`src/sv/dc_pkg.sv`:
```
// Package: shared constants, codes and widths for the door controller.
`default_nettype none
package dc_pkg;
    localparam int DC_DIV_W = 57;
    localparam int DC_DIV_CW = 6;
    localparam logic [1:0] MODE_CLOSED  = 2'd0;
    localparam logic [1:0] MODE_OPEN    = 2'd1;
    localparam logic [1:0] MODE_OPENING = 2'd2;
    localparam logic [1:0] MODE_CLOSING = 2'd3;
    localparam logic [1:0] CMD_SAMPLE = 2'd0;
    localparam logic [1:0] CMD_PRESS  = 2'd1;
    localparam logic [1:0] CMD_TICK   = 2'd2;
    localparam logic [2:0] REG_KP        = 3'd0;
    localparam logic [2:0] REG_KI        = 3'd1;
    localparam logic [2:0] REG_KD        = 3'd2;
    localparam logic [2:0] REG_OPEN_POS  = 3'd3;
    localparam logic [2:0] REG_CLOSE_POS = 3'd4;
    localparam logic [2:0] REG_BAND      = 3'd5;
    localparam logic [2:0] REG_OPEN_SEC  = 3'd6;
    localparam logic [2:0] REG_OFFSET    = 3'd7;
    typedef logic [DC_DIV_W-1:0] t_div_word;
endpackage
`default_nettype wire

```
`src/sv/dc_if.sv`:
```
// Interfaces: input item, result item and configuration write channels.
`default_nettype none
interface dc_in_if;
    logic        valid;
    logic        ready;
    logic [1:0]  cmd;
    logic [15:0] position;
    logic [23:0] elapsed_time;
    logic        button_held;
    modport source (output valid, cmd, position, elapsed_time, button_held, input ready);
    modport sink (input valid, cmd, position, elapsed_time, button_held, output ready);
endinterface

interface dc_out_if;
    logic        valid;
    logic        ready;
    logic        motor_on;
    logic        motor_reverse;
    logic [15:0] motor_speed;
    logic [1:0]  door_status;
    modport source (output valid, motor_on, motor_reverse, motor_speed, door_status,
                    input ready);
    modport sink (input valid, motor_on, motor_reverse, motor_speed, door_status,
                  output ready);
endinterface

interface dc_cfg_if;
    logic        valid;
    logic        ready;
    logic [2:0]  index;
    logic [31:0] data;
    modport source (output valid, index, data, input ready);
    modport sink (input valid, index, data, output ready);
endinterface
`default_nettype wire

```
`src/sv/dc_mul.sv`:
```
// Shared 32x32 unsigned multiplier with registered product.
`default_nettype none
module dc_mul
    import dc_pkg::*;
(
    input  wire logic        i_clk,
    input  wire logic [31:0] i_a,
    input  wire logic [31:0] i_b,
    output logic      [63:0] o_p
);
    logic [63:0] r_p;
    always_ff @(posedge i_clk) begin
        r_p <= 64'(i_a) * 64'(i_b);
    end
    assign o_p = r_p;
endmodule
`default_nettype wire

```
`src/sv/dc_div.sv`:
```
// Restoring divider, one quotient bit per cycle.
`default_nettype none
module dc_div
    import dc_pkg::*;
(
    input  wire logic        i_clk,
    input  wire logic        i_rst_n,
    input  wire logic        i_start,
    input  wire t_div_word   i_dividend,
    input  wire logic [23:0] i_divisor,
    output logic             o_busy,
    output logic             o_done,
    output t_div_word        o_quot
);
    logic                  r_busy, n_busy;
    logic                  r_done, n_done;
    logic [DC_DIV_CW-1:0]  r_cnt, n_cnt;
    logic [24:0]           r_rem, n_rem;
    t_div_word             r_q, n_q;
    logic [23:0]           r_dvs, n_dvs;
    logic [24:0]           trial;
    logic [25:0]           diff;

    always_comb begin
        n_busy = r_busy;
        n_done = 1'b0;
        n_cnt  = r_cnt;
        n_rem  = r_rem;
        n_q    = r_q;
        n_dvs  = r_dvs;
        trial  = {r_rem[23:0], r_q[DC_DIV_W-1]};
        diff   = {1'b0, trial} - {2'b0, r_dvs};
        if (i_start) begin
            n_busy = 1'b1;
            n_cnt  = DC_DIV_CW'(DC_DIV_W - 1);
            n_rem  = 25'd0;
            n_q    = i_dividend;
            n_dvs  = i_divisor;
        end else if (r_busy) begin
            if (diff[25]) begin
                n_rem = trial;
                n_q   = {r_q[DC_DIV_W-2:0], 1'b0};
            end else begin
                n_rem = diff[24:0];
                n_q   = {r_q[DC_DIV_W-2:0], 1'b1};
            end
            if (r_cnt == '0) begin
                n_busy = 1'b0;
                n_done = 1'b1;
            end else begin
                n_cnt = r_cnt - 1'b1;
            end
        end
    end

    always_ff @(posedge i_clk) begin
        if (!i_rst_n) begin
            r_busy <= 1'b0;
            r_done <= 1'b0;
        end else begin
            r_busy <= n_busy;
            r_done <= n_done;
        end
        r_cnt <= n_cnt;
        r_rem <= n_rem;
        r_q   <= n_q;
        r_dvs <= n_dvs;
    end

    assign o_busy = r_busy;
    assign o_done = r_done;
    assign o_quot = r_q;
endmodule
`default_nettype wire

```
`src/sv/door_controller_with_pid_positioning.sv`:
```
// Top level: door mode sequencer with PID step over a shared multiplier and divider.
// Usage:
//   i_item carries one command: position sample, button press edge or one-second
//   tick. o_result returns exactly one item per command with motor drive and
//   door mode after that command. i_cfg writes the gain, target, band, hold
//   time and speed offset registers; it is always ready.
//   Press, tick and ignored samples go from decode straight to the result.
//   A PID sample runs five products on the 32x32 multiplier and, when
//   elapsed_time is nonzero, the 57-bit restoring divider for the
//   derivative term.
//   One item is processed at a time; i_item.ready is high only when idle.
//   A stalled result is held in the output register; the next item is taken
//   meanwhile, but its result waits until the held one is taken.
//   Reset restores register defaults, closed mode and released motor.
`default_nettype none
module door_controller_with_pid_positioning
    import dc_pkg::*;
(
    input  wire logic i_clk,
    input  wire logic i_rst_n,
    dc_in_if.sink     i_item,
    dc_cfg_if.sink    i_cfg,
    dc_out_if.source  o_result
);
    localparam logic [3:0] S_IDLE = 4'd0;
    localparam logic [3:0] S_DEC  = 4'd1;
    localparam logic [3:0] S_INT  = 4'd2;
    localparam logic [3:0] S_P    = 4'd3;
    localparam logic [3:0] S_IL   = 4'd4;
    localparam logic [3:0] S_IH   = 4'd5;
    localparam logic [3:0] S_D    = 4'd6;
    localparam logic [3:0] S_DIV  = 4'd7;
    localparam logic [3:0] S_SUM  = 4'd8;
    localparam logic [3:0] S_FIN  = 4'd9;

    logic [31:0] r_kp, r_ki, r_kd;
    logic [15:0] r_open_pos, r_close_pos;
    logic [7:0]  r_band, r_open_sec;
    logic [11:0] r_offset;

    logic [3:0]         r_state, n_state;
    logic [1:0]         r_mode, n_mode;
    logic [7:0]         r_sec, n_sec;
    logic signed [63:0] r_integral, n_integral;
    logic signed [16:0] r_last_err, n_last_err;
    logic               r_rev, n_rev;
    logic               r_on, n_on;
    logic [15:0]        r_speed, n_speed;

    logic [1:0]         r_cmd, n_cmd;
    logic [15:0]        r_pos, n_pos;
    logic [23:0]        r_dt, n_dt;
    logic               r_held, n_held;
    logic               r_was_open, n_was_open;
    logic signed [16:0] r_err, n_err;
    logic [48:0]        r_p, n_p;
    logic [63:0]        r_ilo, n_ilo;
    logic [54:0]        r_i, n_i;
    t_div_word          r_dm, n_dm;
    t_div_word          r_d, n_d;

    logic        r_ov, n_ov;
    logic        r_o_on, n_o_on;
    logic        r_o_rev, n_o_rev;
    logic [15:0] r_o_speed, n_o_speed;
    logic [1:0]  r_o_mode, n_o_mode;

    logic [31:0] mul_a, mul_b;
    logic [63:0] mul_p;
    logic        r_div_go;
    logic        div_busy, div_done;
    t_div_word   div_quot;

    logic [15:0]        target;
    logic signed [16:0] err_now;
    logic [16:0]        aerr_now, aerr_r;
    logic signed [17:0] diff;
    logic [17:0]        adiff;
    logic [62:0]        abs_int;
    logic signed [41:0] eprod;
    logic signed [64:0] isum;
    logic [65:0]        ifull;
    logic [62:0]        imag;
    logic signed [63:0] ps, is, ds, sum;
    logic [63:0]        asum;
    logic [39:0]        dmag;
    logic [15:0]        dclip;
    logic               fin_go;

    dc_mul u_mul (
        .i_clk (i_clk),
        .i_a   (mul_a),
        .i_b   (mul_b),
        .o_p   (mul_p)
    );

    dc_div u_div (
        .i_clk      (i_clk),
        .i_rst_n    (i_rst_n),
        .i_start    (r_div_go),
        .i_dividend (r_dm),
        .i_divisor  (r_dt),
        .o_busy     (div_busy),
        .o_done     (div_done),
        .o_quot     (div_quot)
    );

    assign i_item.ready = (r_state == S_IDLE);
    assign i_cfg.ready  = 1'b1;

    assign target   = (r_mode == MODE_OPENING) ? r_open_pos : r_close_pos;
    assign err_now  = $signed({1'b0, target}) - $signed({1'b0, r_pos});
    assign aerr_now = err_now[16] ? 17'(-err_now) : 17'(err_now);
    assign aerr_r   = r_err[16] ? 17'(-r_err) : 17'(r_err);
    assign diff     = 18'(r_err) - 18'(r_last_err);
    assign adiff    = diff[17] ? 18'(-diff) : 18'(diff);
    assign abs_int  = r_integral[63] ? 63'(-r_integral) : 63'(r_integral);
    assign eprod    = r_err[16] ? -$signed({1'b0, mul_p[40:0]}) : $signed({1'b0, mul_p[40:0]});
    assign isum     = 65'(r_integral) + 65'(eprod);
    assign ifull    = {2'b0, mul_p[29:0], 32'b0} + 66'(r_ilo);
    assign fin_go   = !r_ov || o_result.ready;

    always_comb begin
        if (mul_p[63:30] != '0) begin
            imag = 63'd1 << 62;
        end else if (ifull >= (66'd1 << 62)) begin
            imag = 63'd1 << 62;
        end else begin
            imag = ifull[62:0];
        end
    end

    always_comb begin
        ps    = r_err[16] ? -$signed(64'(r_p)) : $signed(64'(r_p));
        is    = r_integral[63] ? -$signed(64'(r_i)) : $signed(64'(r_i));
        ds    = diff[17] ? -$signed(64'(r_d)) : $signed(64'(r_d));
        sum   = ps + is + ds;
        asum  = sum[63] ? 64'(-sum) : 64'(sum);
        dmag  = asum[63:24];
        if (sum[63]) begin
            dclip = (dmag > 40'd32768) ? 16'd32768 : dmag[15:0];
        end else begin
            dclip = (dmag > 40'd32767) ? 16'd32767 : dmag[15:0];
        end
    end

    always_comb begin
        case (r_state)
            S_DEC: begin
                mul_a = 32'(aerr_now);
                mul_b = 32'(r_dt);
            end
            S_INT: begin
                mul_a = 32'(aerr_r);
                mul_b = r_kp;
            end
            S_P: begin
                mul_a = abs_int[31:0];
                mul_b = r_ki;
            end
            S_IL: begin
                mul_a = {1'b0, abs_int[62:32]};
                mul_b = r_ki;
            end
            S_IH: begin
                mul_a = 32'(adiff);
                mul_b = r_kd;
            end
            default: begin
                mul_a = 32'd0;
                mul_b = 32'd0;
            end
        endcase
    end

    always_comb begin
        n_state    = r_state;
        n_mode     = r_mode;
        n_sec      = r_sec;
        n_integral = r_integral;
        n_last_err = r_last_err;
        n_rev      = r_rev;
        n_on       = r_on;
        n_speed    = r_speed;
        n_cmd      = r_cmd;
        n_pos      = r_pos;
        n_dt       = r_dt;
        n_held     = r_held;
        n_was_open = r_was_open;
        n_err      = r_err;
        n_p        = r_p;
        n_ilo      = r_ilo;
        n_i        = r_i;
        n_dm       = r_dm;
        n_d        = r_d;
        n_ov       = r_ov && !o_result.ready;
        n_o_on     = r_o_on;
        n_o_rev    = r_o_rev;
        n_o_speed  = r_o_speed;
        n_o_mode   = r_o_mode;
        case (r_state)
            S_IDLE: begin
                if (i_item.valid) begin
                    n_cmd      = i_item.cmd;
                    n_pos      = i_item.position;
                    n_dt       = i_item.elapsed_time;
                    n_held     = i_item.button_held;
                    n_was_open = (r_mode == MODE_OPEN);
                    n_state    = S_DEC;
                end
            end
            S_DEC: begin
                n_state = S_FIN;
                case (r_cmd)
                    CMD_SAMPLE: begin
                        if (r_mode == MODE_OPENING || r_mode == MODE_CLOSING) begin
                            if (aerr_now <= 17'(r_band)) begin
                                n_on       = 1'b0;
                                n_speed    = 16'd0;
                                n_integral = 64'sd0;
                                if (r_mode == MODE_OPENING) begin
                                    n_mode = MODE_OPEN;
                                    n_sec  = 8'd0;
                                end else begin
                                    n_mode = MODE_CLOSED;
                                end
                            end else begin
                                n_rev   = err_now[16];
                                n_err   = err_now;
                                n_state = S_INT;
                            end
                        end
                    end
                    CMD_PRESS: begin
                        if (r_mode == MODE_CLOSED || r_mode == MODE_CLOSING) begin
                            n_mode = MODE_OPENING;
                        end else if (r_mode == MODE_OPEN) begin
                            n_sec = 8'd0;
                        end
                    end
                    CMD_TICK: begin
                        if (r_sec != 8'hFF) begin
                            n_sec = r_sec + 8'd1;
                        end
                    end
                    default: begin
                    end
                endcase
            end
            S_INT: begin
                if (isum > 65'sh0_7FFF_FFFF_FFFF_FFFF) begin
                    n_integral = 64'sh7FFF_FFFF_FFFF_FFFF;
                end else if (isum < -65'sh0_7FFF_FFFF_FFFF_FFFF) begin
                    n_integral = -64'sh7FFF_FFFF_FFFF_FFFF;
                end else begin
                    n_integral = isum[63:0];
                end
                n_state = S_P;
            end
            S_P: begin
                n_p     = mul_p[48:0];
                n_state = S_IL;
            end
            S_IL: begin
                n_ilo   = mul_p;
                n_state = S_IH;
            end
            S_IH: begin
                n_i     = imag[62:8];
                n_state = S_D;
            end
            S_D: begin
                n_dm = {mul_p[48:0], 8'b0};
                if (r_dt == 24'd0) begin
                    n_d     = '0;
                    n_state = S_SUM;
                end else begin
                    n_state = S_DIV;
                end
            end
            S_DIV: begin
                if (div_done) begin
                    n_d     = div_quot;
                    n_state = S_SUM;
                end
            end
            S_SUM: begin
                n_on       = 1'b1;
                n_speed    = 16'(17'(dclip) + 17'(r_offset));
                n_last_err = r_err;
                n_state    = S_FIN;
            end
            S_FIN: begin
                if (fin_go) begin
                    if (r_was_open && r_mode == MODE_OPEN) begin
                        if (r_held) begin
                            n_sec = 8'd0;
                        end else if (r_sec >= r_open_sec) begin
                            n_mode = MODE_CLOSING;
                        end
                    end
                    n_ov      = 1'b1;
                    n_o_on    = r_on;
                    n_o_rev   = r_rev;
                    n_o_speed = r_on ? r_speed : 16'd0;
                    n_o_mode  = n_mode;
                    n_state   = S_IDLE;
                end
            end
            default: begin
                n_state = S_IDLE;
            end
        endcase
    end

    always_ff @(posedge i_clk) begin
        if (!i_rst_n) begin
            r_div_go <= 1'b0;
        end else begin
            r_div_go <= (r_state == S_D) && (r_dt != 24'd0);
        end
    end

    always_ff @(posedge i_clk) begin
        if (!i_rst_n) begin
            r_kp        <= 32'd3355443;
            r_ki        <= 32'd252;
            r_kd        <= 32'd167772160;
            r_open_pos  <= 16'd1374;
            r_close_pos <= 16'd1000;
            r_band      <= 8'd5;
            r_open_sec  <= 8'd5;
            r_offset    <= 12'd150;
            r_state     <= S_IDLE;
            r_mode      <= MODE_CLOSED;
            r_sec       <= 8'd0;
            r_integral  <= 64'sd0;
            r_last_err  <= 17'sd0;
            r_rev       <= 1'b0;
            r_on        <= 1'b0;
            r_speed     <= 16'd0;
            r_ov        <= 1'b0;
        end else begin
            if (i_cfg.valid) begin
                case (i_cfg.index)
                    REG_KP:        r_kp        <= i_cfg.data;
                    REG_KI:        r_ki        <= i_cfg.data;
                    REG_KD:        r_kd        <= i_cfg.data;
                    REG_OPEN_POS:  r_open_pos  <= i_cfg.data[15:0];
                    REG_CLOSE_POS: r_close_pos <= i_cfg.data[15:0];
                    REG_BAND:      r_band      <= i_cfg.data[7:0];
                    REG_OPEN_SEC:  r_open_sec  <= i_cfg.data[7:0];
                    REG_OFFSET:    r_offset    <= i_cfg.data[11:0];
                    default: begin
                    end
                endcase
            end
            r_state    <= n_state;
            r_mode     <= n_mode;
            r_sec      <= n_sec;
            r_integral <= n_integral;
            r_last_err <= n_last_err;
            r_rev      <= n_rev;
            r_on       <= n_on;
            r_speed    <= n_speed;
            r_ov       <= n_ov;
        end
        r_cmd      <= n_cmd;
        r_pos      <= n_pos;
        r_dt       <= n_dt;
        r_held     <= n_held;
        r_was_open <= n_was_open;
        r_err      <= n_err;
        r_p        <= n_p;
        r_ilo      <= n_ilo;
        r_i        <= n_i;
        r_dm       <= n_dm;
        r_d        <= n_d;
        r_o_on     <= n_o_on;
        r_o_rev    <= n_o_rev;
        r_o_speed  <= n_o_speed;
        r_o_mode   <= n_o_mode;
    end

    assign o_result.valid         = r_ov;
    assign o_result.motor_on      = r_o_on;
    assign o_result.motor_reverse = r_o_rev;
    assign o_result.motor_speed   = r_o_speed;
    assign o_result.door_status   = r_o_mode;

    a_idle_mode_motor: assert property (@(posedge i_clk) disable iff (!i_rst_n)
        (r_state == S_IDLE && (r_mode == MODE_OPEN || r_mode == MODE_CLOSED)) |-> !r_on)
        else $error("motor driven while door is at rest");
    a_idle_integral: assert property (@(posedge i_clk) disable iff (!i_rst_n)
        (r_state == S_IDLE && !r_on) |-> (r_integral == 64'sd0))
        else $error("integral kept after move end");
    a_div_dt: assert property (@(posedge i_clk) disable iff (!i_rst_n)
        (r_state == S_DIV) |-> (r_dt != 24'd0))
        else $error("divide by zero elapsed time");
    a_div_idle: assert property (@(posedge i_clk) disable iff (!i_rst_n)
        (r_state == S_IDLE) |-> !div_busy)
        else $error("divider busy while idle");
endmodule
`default_nettype wire
```
`src/flat_wrapper.sv`:
```
// flat-port wrapper written by rule: the top's interface ports become plain ports
module door_controller_with_pid_positioning_flat import dc_pkg::*;
  (i_clk, i_rst_n, i_item_valid, i_item_cmd, i_item_position, i_item_elapsed_time, i_item_button_held, i_item_ready, i_cfg_valid, i_cfg_index, i_cfg_data, i_cfg_ready, o_result_valid, o_result_motor_on, o_result_motor_reverse, o_result_motor_speed, o_result_door_status, o_result_ready);
  dc_in_if i_item_i ();
  dc_cfg_if i_cfg_i ();
  dc_out_if o_result_i ();
  input  wire logic i_clk;
  input  wire logic i_rst_n;
  input wire logic [$bits(i_item_i.valid)-1:0] i_item_valid;
  input wire logic [$bits(i_item_i.cmd)-1:0] i_item_cmd;
  input wire logic [$bits(i_item_i.position)-1:0] i_item_position;
  input wire logic [$bits(i_item_i.elapsed_time)-1:0] i_item_elapsed_time;
  input wire logic [$bits(i_item_i.button_held)-1:0] i_item_button_held;
  output wire logic [$bits(i_item_i.ready)-1:0] i_item_ready;
  input wire logic [$bits(i_cfg_i.valid)-1:0] i_cfg_valid;
  input wire logic [$bits(i_cfg_i.index)-1:0] i_cfg_index;
  input wire logic [$bits(i_cfg_i.data)-1:0] i_cfg_data;
  output wire logic [$bits(i_cfg_i.ready)-1:0] i_cfg_ready;
  output wire logic [$bits(o_result_i.valid)-1:0] o_result_valid;
  output wire logic [$bits(o_result_i.motor_on)-1:0] o_result_motor_on;
  output wire logic [$bits(o_result_i.motor_reverse)-1:0] o_result_motor_reverse;
  output wire logic [$bits(o_result_i.motor_speed)-1:0] o_result_motor_speed;
  output wire logic [$bits(o_result_i.door_status)-1:0] o_result_door_status;
  input wire logic [$bits(o_result_i.ready)-1:0] o_result_ready;
  assign i_item_i.valid = i_item_valid;
  assign i_item_i.cmd = i_item_cmd;
  assign i_item_i.position = i_item_position;
  assign i_item_i.elapsed_time = i_item_elapsed_time;
  assign i_item_i.button_held = i_item_button_held;
  assign i_item_ready = i_item_i.ready;
  assign i_cfg_i.valid = i_cfg_valid;
  assign i_cfg_i.index = i_cfg_index;
  assign i_cfg_i.data = i_cfg_data;
  assign i_cfg_ready = i_cfg_i.ready;
  assign o_result_valid = o_result_i.valid;
  assign o_result_motor_on = o_result_i.motor_on;
  assign o_result_motor_reverse = o_result_i.motor_reverse;
  assign o_result_motor_speed = o_result_i.motor_speed;
  assign o_result_door_status = o_result_i.door_status;
  assign o_result_i.ready = o_result_ready;
  door_controller_with_pid_positioning u_core (.i_clk(i_clk), .i_rst_n(i_rst_n), .i_item(i_item_i), .i_cfg(i_cfg_i), .o_result(o_result_i));
endmodule
```
`config.mk`:
```
export PLATFORM = sky130hd
export DESIGN_NAME = door_controller_with_pid_positioning_flat
export DESIGN_NICKNAME = d
export VERILOG_FILES = /design/src/sv/dc_pkg.sv /design/src/sv/dc_if.sv /design/src/sv/dc_mul.sv /design/src/sv/dc_div.sv /design/src/sv/door_controller_with_pid_positioning.sv /design/src/flat_wrapper.sv
export SDC_FILE = /design/constraint.sdc
export NUM_CORES = 2
export LEC_CHECK = 0
export BUFFER_PORTS_ARGS = -buffer_cell sky130_fd_sc_hd__clkbuf_2
export CAP_MARGIN = 0
export CORE_MARGIN = 3
export CORE_UTILIZATION = 55
export CTS_BUF_LIST = sky130_fd_sc_hd__clkbuf_16
export CTS_CLUSTER_DIAMETER = 60
export DETAILED_ROUTE_END_ITERATION = 8
export GPL_TIMING_DRIVEN = 1
export PLACE_DENSITY_LB_ADDON = 0.1
export SLEW_MARGIN = 10
export SYNTH_ARGS = -nofsm -noshare
export SYNTH_HDL_FRONTEND = slang
export SYNTH_HIERARCHICAL = 1
export SYNTH_SLANG_ARGS = --single-unit
```
`constraint.sdc`:
```
create_clock -name i_clk -period 15.9 [get_ports i_clk]
set_input_delay 0.795 -clock i_clk [delete_from_list [all_inputs] [get_ports i_clk]]
set_output_delay 0.795 -clock i_clk [all_outputs]
set_load 0.03 [all_outputs]
```
==> results.yml <==
cts:
  clock_latency_ns: 0.72
  postCtsHoldBufs: 0
  numCtsBuffers: 95
  post_cts_buffers: 0
  clkTransAtPathRegs_ns: 0.06
  cts_tree: "done"
  ctsResizeCount: 0
  h-tree-depth: 3
  clock_sinks: 795
  clockRootBuffer: "clkbuf_16"
  ctsLongestPathBuffers: 3
setup_path:
  cp_common_cell: "fa_1"
  cp_slowest_stage_delay_ns: 0.83
  worstPathMaxFanout: 32
  cp_data_required_time_ns: 16.46
  endpoint_kind: "flop"
  crit_type: "flop to flop"
  arrival_ns: 14.05
  r2r_slack_ns: 2.41
  slowest_stage: "a2111oi_0"
  start_kind: "flop"
placed_design:
  gp_congestion: 0.988
  io_buffers: 104
  dpl.hpwl_um: 204000
  dp_cells: 11480
  dp_slack_ns: 2.56
sta:
  worst_pin_slew_ns: 1.26
  max_freq_ghz: 0.0741
  period_minus_slack_ns: 13.49
  report.final.slew_viol_count: 0
  setup-violations-final: 0
  fin_ws_ns: 2.41
  finalCritPeriodShare_pct: 84.8
  relSlewSlack_pct: 15.9
  rsz0062_at_grt: "false"
  hold_viol_final: 0
  setup-tns-final_ns: 0
  fin_worst_skew_ns: 0.0686
detailed_routing:
  vias: 70578
  drt_pass1_iterations: 6
  antenna_left: 0
  drc: 0
  routedWlPerCell_um: 22.8
  vias_per_cell: 6.05
  wirelength_um: 265000
  drt_iter0_markers: 6402
synth:
  synth_compound_area_share_pct: 13.3
  ys_types: 118
  yosys_warnings: 6
  ys.flop_type: "edfxtp_1"
  synthAdderAreaFrac_pct: 29.9
  synth_edf_count: 428
  async_flop_share_pct: 0
  synth_area_um2: 86300
  synth_xor_area_share_pct: 5.36
  synth_mux_area_share_pct: 1.50
  synth_top_family_by_area: "adder cells"
  synth_simple_gate_area_share_pct: 19.0
  syn_inst: 9700
  synth_area_per_cell_um2: 8.90
  ys_ff_latch: 795
  yosysSeqAreaShare_pct: 23.4
grt:
  grt_max_degree: 99
  grt_pass1_vias: 71471
  top_usage_layer: "met2"
  antenna_found_initial: 14
  use_met1_pct: 46.1
  grt_pass1_wl_um: 417000
  grtUsageMet2_pct: 52.7
  grt_overflow: 0
  gr-usage-met3_pct: 4.52
  grt_use_total_pct: 32.9
flow_run:
  drv_cap: 0
layout:
  final_cell_mix: "1284 x nand2_1, 1220 x inv_1, 966 x fa_1"
  regArea_um2: 20200
  final_common_cell: "nand2_1"
  multiInputGateArea_um2: 59900
  drive_above_1_share_pct: 6.19
  nNetsFinal: 11102
  final_cells: 11658
  fillers: 13799
  syn_to_final_growth_pct: 6.28
die:
  die_w_um: 402
  core_um2: 155000
  die_area_um2: 162000
  die_h_um: 402
  row_count: 144
  ios: 106
  start_util_pct: 55.7
power_and_ir_drop:
  peakVddDrop_mv: 0.0826
  power_density_nw_per_um2: 79.0
  p_leak_nw: 39.7
  finalPower_mw: 7.25
outcome:
  status: "finished, final reports clean"
worst_hold_path:
  holdCritPathClass: "primary input to flop"
## final timing paths
kind	from	to	cells after the start
setup reg to reg	u_core/r_mode[0]	u_core/u_mul/o_p[53]	43
hold / removal	i_item_elapsed_time[12]	u_core/r_dt[12]	1
setup / recovery	u_core/r_mode[0]	u_core/u_mul/o_p[53]	43
hold reg to reg	u_core/u_mul/o_p[63]	u_core/r_ilo[63]	0
## critical path: cells and delay by family, from the launching register on
kind            cells  cell delay, ns
simple gates        8            2.15
compound gates     14            3.69
fa+ha+maj          12            6.07
flops               1            0.35
xor+xnor            2            0.23
mux                 1            0.18
buf+inv             6            0.58
## area by class of cell
type,count,area share (%)
Timing Repair Buffer,219,1.51
Multi-Input combinational cell,7203,65.3
Clock buffer,95,2.59
Antenna cell,2,0.00545
Inverter,1219,4.99
Clock inverter,81,0.832
Sequential cell,795,22.0
Tap cell,2044,2.79
## state kept, by name, indices dropped and copies added, names as in the netlist, 17 cells and up
name                 cells
u_core/u_mul/o_p        64
u_core/r_i              55
u_core/u_div/r_dvs      24
u_core/r_err            17
u_core/u_div/r_rem      24
u_core/r_d              57
u_core/r_p              49
u_core/r_dt             24
u_core/r_kp             32
u_core/r_ilo            56
u_core/r_integral       64
u_core/r_last_err       17
u_core/u_div/o_quot     57
u_core/r_dm             49
u_core/r_kd             32
u_core/r_ki             32
## logic make-up (layout without fill, tap and decap cells)
logic type,Yosys count,in the layout
buffers and inverters,1709,1614
XOR/XNOR,525,525
AND/OR/NAND/NOR,3310,3310
flip-flops,795,795
adder cells (fa/ha/maj),1486,1486
other,2,11
AO/OA/AOI/OAI,1753,1753
multiplexers,120,120
## synthesized netlist by cell type (31+ instances only)
master / n / area share, %
dfxtp_1: 367 / 8.5
a222oi_1: 33 / 0.38
o21ai_0: 327 / 1.9
o21a_1: 35 / 0.30
nand2_1: 1289 / 5.6
o21ai_1: 42 / 0.24
o41ai_1: 53 / 0.54
nand4_1: 98 / 0.71
o22ai_1: 52 / 0.38
nor4_1: 62 / 0.45
edfxtp_1: 428 / 15
nor2_1: 410 / 1.8
inv_1: 1218 / 5.3
or2_2: 40 / 0.29
a21o_1: 145 / 1.3
o21bai_1: 51 / 0.44
or4_1: 47 / 0.41
clkbuf_1: 443 / 1.9
and2_1: 728 / 5.3
mux2_2: 76 / 0.99
nand2b_1: 63 / 0.46
and3_1: 53 / 0.38
mux2i_1: 44 / 0.51
a21oi_1: 517 / 3.0
fa_1: 966 / 22
ha_1: 520 / 7.5
xor2_1: 226 / 2.3
nor2b_1: 68 / 0.49
o31ai_1: 97 / 0.84
nand3_1: 146 / 0.85
a31oi_1: 31 / 0.22
a211oi_1: 55 / 0.48
nor3_1: 135 / 0.78
or3_1: 90 / 0.65
xnor2_1: 296 / 3.0
o211ai_1: 46 / 0.40
## metal layers
metal,routed length [um],vias up
met1,114000,35210
met3,20600,470
met4,9320,0
met5,0,-
met2,121000,2857
li1,-,32041
## per-stage QoR
step	util, %	hold WS, ns	instance area, um^2
floorplan	-	0.408	86400
global placement	57.2	0.422	88600
detailed placement	57.2	0.429	88600
CTS	59.2	0.195	91800
global route	59.2	0.215	91800
finish	59.2	0.249	91800
## power by group
group	switching [mW]	leakage (nW)	total (mW)	internal (mW)
logic	1.75	31.4	2.66	0.907
registers	0.166	6.74	2.43	2.27
clock network	0.954	1.56	2.16	1.20
(Power assumes the default switching activity.)
